<file path="src/rtl/nsdr_pkg.sv">
// Package: widths and generator constants for the dither requantizer.
`timescale 1ns / 1ps

package nsdr_pkg;

	localparam int SAMPLE_W = 32;
	localparam int ERR_W    = 32;
	localparam int PCM_W    = 16;
	localparam int ACC_W    = 36;

	localparam logic [31:0] LCG_MUL = 32'h0019_660d;
	localparam logic [31:0] LCG_ADD = 32'h3c6e_f35f;

	typedef logic signed [SAMPLE_W-1:0] sample_t;
	typedef logic signed [ERR_W-1:0]    err_t;
	typedef logic signed [PCM_W-1:0]    pcm_t;
	typedef logic signed [ACC_W-1:0]    acc_t;

endpackage

</file>
<file path="src/rtl/noise_shaped_dither_requantizer.sv">
// Top level: noise-shaped, dithered requantizer to signed 16-bit PCM.
`timescale 1ns / 1ps

// Usage:
//   Input channel (in_valid / in_stall) carries one request per sample:
//   a signed fixed-point sample with FRACTION_BITS fraction bits and a
//   frame_start flag that zeroes the shaping errors and the dither
//   generator before that sample is processed.
//   Output channel (out_valid / out_stall) returns one pcm_out per request,
//   in order.
//   The request lands in the input register at acceptance, and the
//   shaping, dither, clip and floor logic loads the result register when
//   the result register is free to take it (out_valid low or out_stall
//   low), raising out_valid. Throughput is one sample per cycle while the
//   receiver does not stall; the error feedback and the generator step are
//   updated as each sample advances, the generator multiply running one
//   value ahead in its own register.
//   When the receiver stalls, the result register holds; the input
//   register keeps accepting until it is also full, then in_stall rises.
//   Asynchronous reset (arst_n low) empties both registers, zeroes the
//   shaping errors and restarts the generator from zero.

module noise_shaped_dither_requantizer #(
	parameter int FRACTION_BITS = 28,
	parameter int OUTPUT_BITS   = 16
) (
	input  logic               clk,
	input  logic               arst_n,
	input  logic               in_valid,
	output logic               in_stall,
	input  nsdr_pkg::sample_t  sample,
	input  logic               frame_start,
	output logic               out_valid,
	input  logic               out_stall,
	output nsdr_pkg::pcm_t     pcm_out
);

	import nsdr_pkg::*;

	localparam int SCALE_RAW = FRACTION_BITS + 1 - OUTPUT_BITS;
	localparam int SCALE     = (SCALE_RAW < 1) ? 1 : SCALE_RAW;

	localparam acc_t        ONE      = acc_t'(1) <<< FRACTION_BITS;
	localparam acc_t        HI       = ONE - acc_t'(1);
	localparam acc_t        LO       = -ONE;
	localparam acc_t        BIAS     = acc_t'(1) <<< (SCALE - 1);
	localparam logic [31:0] LOW_MASK = (32'd1 << SCALE) - 32'd1;
	localparam acc_t        FLOOR_M  = ~((acc_t'(1) <<< SCALE) - acc_t'(1));

	logic        valid_s1;
	sample_t     sample_s1;
	logic        frame_start_s1;

	logic        out_valid_q;
	pcm_t        pcm_q;

	err_t        e0_q, e1_q, e2_q;
	logic [31:0] gen_q, next_q;

	logic        out_ready;
	logic        advance;

	err_t        e0_eff, e1_eff, e2_eff;
	logic [31:0] gen_eff, next_eff;
	logic [31:0] lcg_step;
	acc_t        x_ext, v, acc_pre, acc_c, v_c, acc_f, err_full, pcm_full;
	acc_t        dith_new, dith_old;
	logic [ERR_W:0] half_tmp;

	assign out_ready = !out_valid_q || !out_stall;
	assign advance   = valid_s1 && out_ready;
	assign in_stall  = valid_s1 && !out_ready;
	assign out_valid = out_valid_q;
	assign pcm_out   = pcm_q;

	always_comb begin
		if (frame_start_s1) begin
			e0_eff   = '0;
			e1_eff   = '0;
			e2_eff   = '0;
			gen_eff  = '0;
			next_eff = LCG_ADD;
		end else begin
			e0_eff   = e0_q;
			e1_eff   = e1_q;
			e2_eff   = e2_q;
			gen_eff  = gen_q;
			next_eff = next_q;
		end

		x_ext = {{(ACC_W-SAMPLE_W){sample_s1[SAMPLE_W-1]}}, sample_s1};
		v = x_ext + {{(ACC_W-ERR_W){e0_eff[ERR_W-1]}}, e0_eff}
			- {{(ACC_W-ERR_W){e1_eff[ERR_W-1]}}, e1_eff}
			+ {{(ACC_W-ERR_W){e2_eff[ERR_W-1]}}, e2_eff};

		dith_new = {{(ACC_W-32){1'b0}}, next_eff & LOW_MASK};
		dith_old = {{(ACC_W-32){1'b0}}, gen_eff & LOW_MASK};
		acc_pre  = v + BIAS + dith_new - dith_old;

		v_c = v;
		if (acc_pre > HI) begin
			acc_c = HI;
			if (v > HI) v_c = HI;
		end else if (acc_pre < LO) begin
			acc_c = LO;
			if (v < LO) v_c = LO;
		end else begin
			acc_c = acc_pre;
		end

		acc_f    = acc_c & FLOOR_M;
		err_full = v_c - acc_f;
		pcm_full = acc_f >>> SCALE;

		// halve toward zero
		half_tmp = {e0_eff[ERR_W-1], e0_eff} + {{ERR_W{1'b0}}, e0_eff[ERR_W-1]};

		lcg_step = 32'(next_eff * LCG_MUL + LCG_ADD);
	end

	always_ff @(posedge clk or negedge arst_n) begin
		if (!arst_n) begin
			valid_s1 <= 1'b0;
		end else if (!in_stall) begin
			valid_s1 <= in_valid;
		end
	end

	always_ff @(posedge clk) begin
		if (in_valid && !in_stall) begin
			sample_s1      <= sample;
			frame_start_s1 <= frame_start;
		end
	end

	always_ff @(posedge clk or negedge arst_n) begin
		if (!arst_n) begin
			out_valid_q <= 1'b0;
		end else if (out_ready) begin
			out_valid_q <= valid_s1;
		end
	end

	always_ff @(posedge clk) begin
		if (advance) begin
			pcm_q <= pcm_full[PCM_W-1:0];
		end
	end

	always_ff @(posedge clk or negedge arst_n) begin
		if (!arst_n) begin
			e0_q   <= '0;
			e1_q   <= '0;
			e2_q   <= '0;
			gen_q  <= '0;
			next_q <= LCG_ADD;
		end else if (advance) begin
			e0_q   <= err_full[ERR_W-1:0];
			e1_q   <= half_tmp[ERR_W:1];
			e2_q   <= e1_eff;
			gen_q  <= next_eff;
			next_q <= lcg_step;
		end
	end

endmodule

</file>
<file path="config.mk">
export PLATFORM = sky130hd
export DESIGN_NAME = noise_shaped_dither_requantizer
export DESIGN_NICKNAME = d
export VERILOG_FILES = /design/src/rtl/nsdr_pkg.sv /design/src/rtl/noise_shaped_dither_requantizer.sv
export SDC_FILE = /design/constraint.sdc
export NUM_CORES = 1
export LEC_CHECK = 0
export BUFFER_PORTS_ARGS = -buffer_cell sky130_fd_sc_hd__buf_2
export CAP_MARGIN = 20
export CORE_ASPECT_RATIO = 0.6
export CORE_UTILIZATION = 32
export DETAILED_ROUTE_END_ITERATION = 10
export PLACE_DENSITY = 0.48
export SETUP_SLACK_MARGIN = 0.05
export SKIP_LAST_GASP = 1
export SLEW_MARGIN = 20
export SYNTH_ARGS = -nofsm -noshare
export SYNTH_HDL_FRONTEND = slang
export SYNTH_SLANG_ARGS = --single-unit
</file>
<file path="constraint.sdc">
create_clock -name clk -period 12.55 [get_ports clk]
set_input_delay 1.8825 -clock clk [delete_from_list [all_inputs] [get_ports clk]]
set_output_delay 1.8825 -clock clk [all_outputs]
set_load 0.005 [all_outputs]
</file>
Word level (Yosys, flattened, before mapping)
Index checks and enable logic that the tools add are counted.
{ "totals": {"output_inout_bits": 18, "in_bits": 37, "word_cells": 43, "register_bits": 192} }
{ "classes": {"n_addsub": 9, "n_mul": 1, "muxes": 11, "order_cmp": 4, "n_reduce_logical": 8} }
{ "ops": {"columns": ["op", "n"], "rows": [
  ["$mux W32", 10],
  ["$add A35 B14 Y36 const B", 1],
  ["$add A36 B14 Y36", 1],
  ["$gt A36 B29 Y1 const B", 1],
  ["$lt A36 B29 Y1 const B", 1],
  ["$sub A36 B14 Y36", 1],
  ["$add A34 B32 Y35", 1],
  ["$gt A35 B29 Y1 const B", 1],
  ["$lt A35 B29 Y1 const B", 1],
  ["$sub A33 B32 Y34", 1],
  ["$add A32 B2 Y33", 1],
  ["$add A32 B32 Y33", 1],
  ["$add A32 B30 Y32 const B", 1],
  ["$mul A32 B21 Y32 const B", 1],
  ["$sub A32 B32 Y32", 1],
  ["$mux W13", 1],
  ["$logic_not A1 Y1", 4],
  ["$logic_and A1 B1 Y1", 3],
  ["$logic_or A1 B1 Y1", 1]
]} }

Depth between registers and ports, before layout
{ "depth": {"word_depth": 11, "depth_mapped": 51, "mapped_depth_nobuf": 47} }

Least setup slack after synthesis
OpenSTA, ideal clock, no wires.
{ "synth_timing": {"path_type": "register to register", "start": "reg frame_start_s1", "end": "reg e0_q[31]", "setup_ps": 101, "synth_period_minus_slack_ps": 10421, "slack_ps": 2129, "path_buffers": 4, "stages_incl_launch_ff": 51, "required_time_ps": 12449, "arrival_time_ps": 10320, "cell_sequence": "edfxtp_1 clkbuf_1 clkbuf_1 clkbuf_1 nor2b_1 fa_1 fa_1 ha_1 inv_1 fa_1 nand2b_1 a211oi_1 o21ai_1 o31ai_1 a31oi_1 a21oi_1 a21oi_1 o21ai_0 [15 not listed] o41ai_4 nand2b_1 buf_2 o21ai_0 ha_1 fa_1 nor2b_1 o31a_1 nor3_1 o22ai_1 o21a_1 nand2_1 a31oi_1 a31oi_1 and2_1 nand3_1 o22ai_1 nor4_1"} }
{ "synth_between": {"elab_chain_len": 11, "elab_cells_between_ends": 22, "classes_between": "add/sub (7); order compare (4); mux (11)"} }
{ "synth_rtl": {"columns": ["item", "line", "text"], "rows": [
  ["start, declared", "noise_shaped_dither_requantizer.sv:52", "logic frame_start_s1;"],
  ["start signal, assigned", "noise_shaped_dither_requantizer.sv:132", "frame_start_s1 <= frame_start;"],
  ["$mux W32", "noise_shaped_dither_requantizer.sv:77", "if (frame_start_s1) begin"],
  ["$add A32 B32 Y33", "noise_shaped_dither_requantizer.sv:92", "v = x_ext + {{(ACC_W-ERR_W){e0_eff[ERR_W-1]}}, e0_eff}"],
  ["$sub A33 B32 Y34", "noise_shaped_dither_requantizer.sv:93", "- {{(ACC_W-ERR_W){e1_eff[ERR_W-1]}}, e1_eff}"],
  ["$add A34 B32 Y35", "noise_shaped_dither_requantizer.sv:94", "+ {{(ACC_W-ERR_W){e2_eff[ERR_W-1]}}, e2_eff};"],
  ["$add A35 B14 Y36", "noise_shaped_dither_requantizer.sv:98", "acc_pre = v + BIAS + dith_new - dith_old;"],
  ["$add A36 B14 Y36", "noise_shaped_dither_requantizer.sv:98", null],
  ["$sub A36 B14 Y36", "noise_shaped_dither_requantizer.sv:98", null],
  ["$lt A36 B29 Y1", "noise_shaped_dither_requantizer.sv:104", "end else if (acc_pre < LO) begin"],
  ["$mux W32", "noise_shaped_dither_requantizer.sv:104", null],
  ["$mux W32", "noise_shaped_dither_requantizer.sv:101", "if (acc_pre > HI) begin"],
  ["$sub A32 B32 Y32 *", "noise_shaped_dither_requantizer.sv:112", "err_full = v_c - acc_f;"],
  ["end signal, assigned", "noise_shaped_dither_requantizer.sv:158", "e0_q <= err_full[ERR_W-1:0];"],
  ["end, declared", "noise_shaped_dither_requantizer.sv:57", "err_t e0_q, e1_q, e2_q;"]
]} }
Mark *: on every way between the ends. The rest lies on a longest branch, timed or not.
A chain may end at the register's enable or synchronous reset.

Worst setup path after layout
{ "layout_timing": {"start": "reg frame_start_s1", "end": "reg e0_q[30]"} }
Same word-level chain as after synthesis.

==> summary.txt <==
Run status
  • Outcome: finished clean

STA
  • Final worst-path cycle share: 92.42%
  • Setup TNS Final: 0 ps
  • # setup viols final: 0
  • Worst-Margin Slew: 936.7 ps
  • Hold Fails Final Rpt: 0
  • RSZ-0062 raised after global routing: false
  • Fin crit period: 11600 ps
  • Fin. max-slew vios: 0
  • Clk_skew: 18.10 ps
  • Fmax: 86.22 MHz
  • Worst slew margin: 37.55%

Synthesis
  • Unique masters post-synth: 79
  • Synthesized flop and latch total: 173
  • Post-synth EDFFs: 49
  • Mapped Cells: 1720
  • Dominant synthesized flop cell: dfrtp_1
  • Post-synthesis cell area: 15860 sq um
  • Syn Area/Cell: 9.220 sq um
  • Post-synthesis sequential area ratio: 28.92%
  • Syn_nets: 2045
  • Synth warnings: 0
  • Synth async-reset ratio: 71.68%

Floorplanning
  • IO Pins: 55
  • Die Y: 174.4 um
  • Core Area: 48330 sq um
  • DIE AREA: 50480 sq um
  • FP Rows: 62
  • Die width: 289.4 um
  • Starting Density: 32.81%

Route
  • DR iter-0 viols: 756
  • Antenna-violating nets left: 0
  • Per-cell routed wire length: 17.73 um
  • DRT Pass-1 Iters: 5
  • Drt total wl: 42760 um
  • Via Count: 11740
  • Via density: 4.867
  • DR DRC count: 0

Placed design
  • # port buffers: 54
  • HPWL Detailed: 33590 um
  • Routability cong.: 0.9314

Clocking
  • Clock Tree Buf Depth: 2
  • Worst skew pair latency: 470 ps
  • Postcts setup bufs: 0
  • Hold buffers post-CTS: 0
  • Root buffer cell: clkbuf_16
  • Clock buffer count from CTS: 17
  • H-tree depth: 4
  • CTS tree: done
  • Clock sink count: 173
  • Clock transition at the registers of the reported paths: 80 ps
  • CTS resizes: 0

Finish
  • Synthesis-to-finish area growth: 9.926%
  • Filler cells: 4989
  • Ant. Diodes: 0
  • Final #Nets: 2084
  • Register area: 4586 sq um
  • Core Util, Final: 36.07%
  • Multi-input gate area: 10120 sq um
  • Share of cells above drive strength 1: 8.634%

Setup path
  • Critical path arrival: 11930 ps
  • Reg2Reg Launch Point: frame_start_s1
  • CP startpoint kind: register
  • Critical path's slowest cell: fa_1
  • Reg2reg path depth: 47
  • Worst Path Max Fanout: 36
  • CP Capture Type: register
  • FF-to-FF setup slack: 950 ps
  • CP max stage delay: 550 ps
  • R2r endpoint: e0_q[30]
  • Setup Crit Path Kind: register to register
  • Data required time of the worst path: 12880 ps

Global routing
  • Vias in the first global route: 11500
  • Largest net degree at the start of global routing: 104
  • Overall Global Routing Usage: 17.81%
  • Total grt overflow: 0
  • First-pass GRT wire length: 68470 um
  • Initial antenna violation count: 0

Min path
  • Hold path cells: 2
  • Hold worst-path end: next_q[3]
  • HP Start: next_q[3]
  • HP Class: register to register

Job
  • Max cap viols: 0
## how the worst max path moves through the flow
stage	startpoint	to	slack, ps	depth (start not counted)
floorplan	frame_start_s1	e0_q[31]	2130	50
global placement	frame_start_s1	e0_q[30]	1320	47
detailed placement	frame_start_s1	e0_q[30]	930	47
CTS	frame_start_s1	e0_q[30]	840	47
global route	frame_start_s1	e0_q[30]	80	47
finish	frame_start_s1	e0_q[30]	950	47
## layout make-up
type / count / area share (%)
clock inverter: 13 / 0.7106
multi-input combinational: 1242 / 58.06
clock buffer: 19 / 2.541
inverter: 254 / 5.469
tap: 640 / 4.594
timing repair buffer: 71 / 2.318
sequential: 173 / 26.31
## critical path: cells and delay by family, from the launching register on
kind            cells  cell delay, ps
compound gates     22            5260
fa+ha+maj           7            2550
simple gates       10            1840
buf+inv             5             770
xor+xnor            3             590
flops               1             380
## placed cells by master (no fill, tap or decap), types with 4 or more instances in the layout
| cell type | synthesis | layout |
|---|---|---|
| buf_2 | 4 | 53 |
| o21ai_0 | 119 | 119 |
| buf_4 | 0 | 17 |
| a211o_1 | 4 | 4 |
| o21bai_1 | 14 | 14 |
| a21boi_0 | 5 | 5 |
| o211ai_1 | 5 | 5 |
| and2_1 | 8 | 7 |
| nor2b_1 | 66 | 66 |
| a31oi_1 | 10 | 10 |
| edfxtp_1 | 49 | 49 |
| o21ai_1 | 15 | 15 |
| o22ai_1 | 4 | 4 |
| dfrtp_1 | 115 | 115 |
| nor3_1 | 17 | 17 |
| nand4_1 | 13 | 13 |
| nand2b_1 | 69 | 69 |
| clkbuf_16 | 0 | 17 |
| nor2_1 | 61 | 61 |
| and3_1 | 12 | 12 |
| xnor2_1 | 77 | 77 |
| ha_1 | 195 | 195 |
| inv_1 | 253 | 253 |
| inv_6 | 0 | 5 |
| fa_1 | 93 | 93 |
| nand3_1 | 29 | 29 |
| dfstp_2 | 9 | 9 |
| a211oi_1 | 17 | 17 |
| mux2_2 | 17 | 17 |
| a21oi_1 | 98 | 98 |
| a22o_1 | 4 | 4 |
| o31ai_1 | 9 | 8 |
| a21o_1 | 24 | 24 |
| nand2_1 | 157 | 156 |
| o21a_1 | 7 | 7 |
| xor2_1 | 32 | 32 |
## synth_stat cells, types with 7 or more instances
master / number / area [sq um]
xnor2_1: 77 / 674.4
nand3_1: 29 / 145.1
mux2_2: 17 / 191.4
nor2_1: 61 / 229.0
inv_1: 253 / 949.7
edfxtp_1: 49 / 1471
nor3_1: 17 / 85.08
dfrtp_1: 115 / 2878
nand4_1: 13 / 81.33
o21ai_0: 119 / 595.6
ha_1: 195 / 2440
o21bai_1: 14 / 105.1
a21oi_1: 98 / 490.5
o31ai_1: 9 / 67.56
nand2_1: 157 / 589.3
a21o_1: 24 / 180.2
a211oi_1: 17 / 127.6
fa_1: 93 / 1862
nand2b_1: 69 / 431.7
o21a_1: 7 / 52.55
clkbuf_1: 40 / 150.1
dfstp_2: 9 / 236.5
xor2_1: 32 / 280.3
nor2b_1: 66 / 412.9
o21ai_1: 15 / 75.07
and2_1: 8 / 50.05
and3_1: 12 / 75.07
a31oi_1: 10 / 62.56
## per-layer routing
layer,global-route usage [%],up-vias,routed length [um],share of wire [%]
li1,-,5808,-,-
met2,22.44,223,15540,36
met5,0,-,0,0
met1,30.14,5687,24750,58
met3,3.556,20,2150,5.0
met4,2.654,0,323,0.76
## kinds of logic (layout without fill, tap and decap cells)
| family | count (synthesis) | after routing | share of synthesized area, % |
|---|---|---|---|
| adders and majority gates | 288 | 288 | 27.13 |
| xor gates and xnor gates | 110 | 110 | 6.123 |
| and+or+nand+nor | 458 | 458 | 14.59 |
| buffers and inverters | 305 | 357 | 7.354 |
| AOI/OAI and AO/OA | 368 | 368 | 14.62 |
| muxes | 18 | 18 | 1.270 |
| DFF | 173 | 173 | 28.92 |
## flip-flops by register name, indices dropped and copies added, names as in the netlist
name	flops
e0_q	32
e1_q	32
e2_q	32
frame_start_s1	1
gen_q	13
next_q	13
out_valid	1
pcm_out	16
sample_s1	32
valid_s1	1
## through the flow
stage / area (sq um) / setup slack [ps] / hold slack (ps) / std cells
after floorplan: 15860 / 2129 / 437.9 / 1720
after global placement: 16860 / 1319 / 447.5 / 2380
after detailed placement: 16860 / 934.9 / 449.4 / 2380
after CTS: 17430 / 843.2 / 460.8 / 2412
after global routing: 17430 / 83.46 / 480.8 / 2412
final: 17430 / 951.3 / 456.3 / 2412
Power is not shown: default switching activity piles up to over one toggle a cycle in this logic, so the estimate is an artifact.
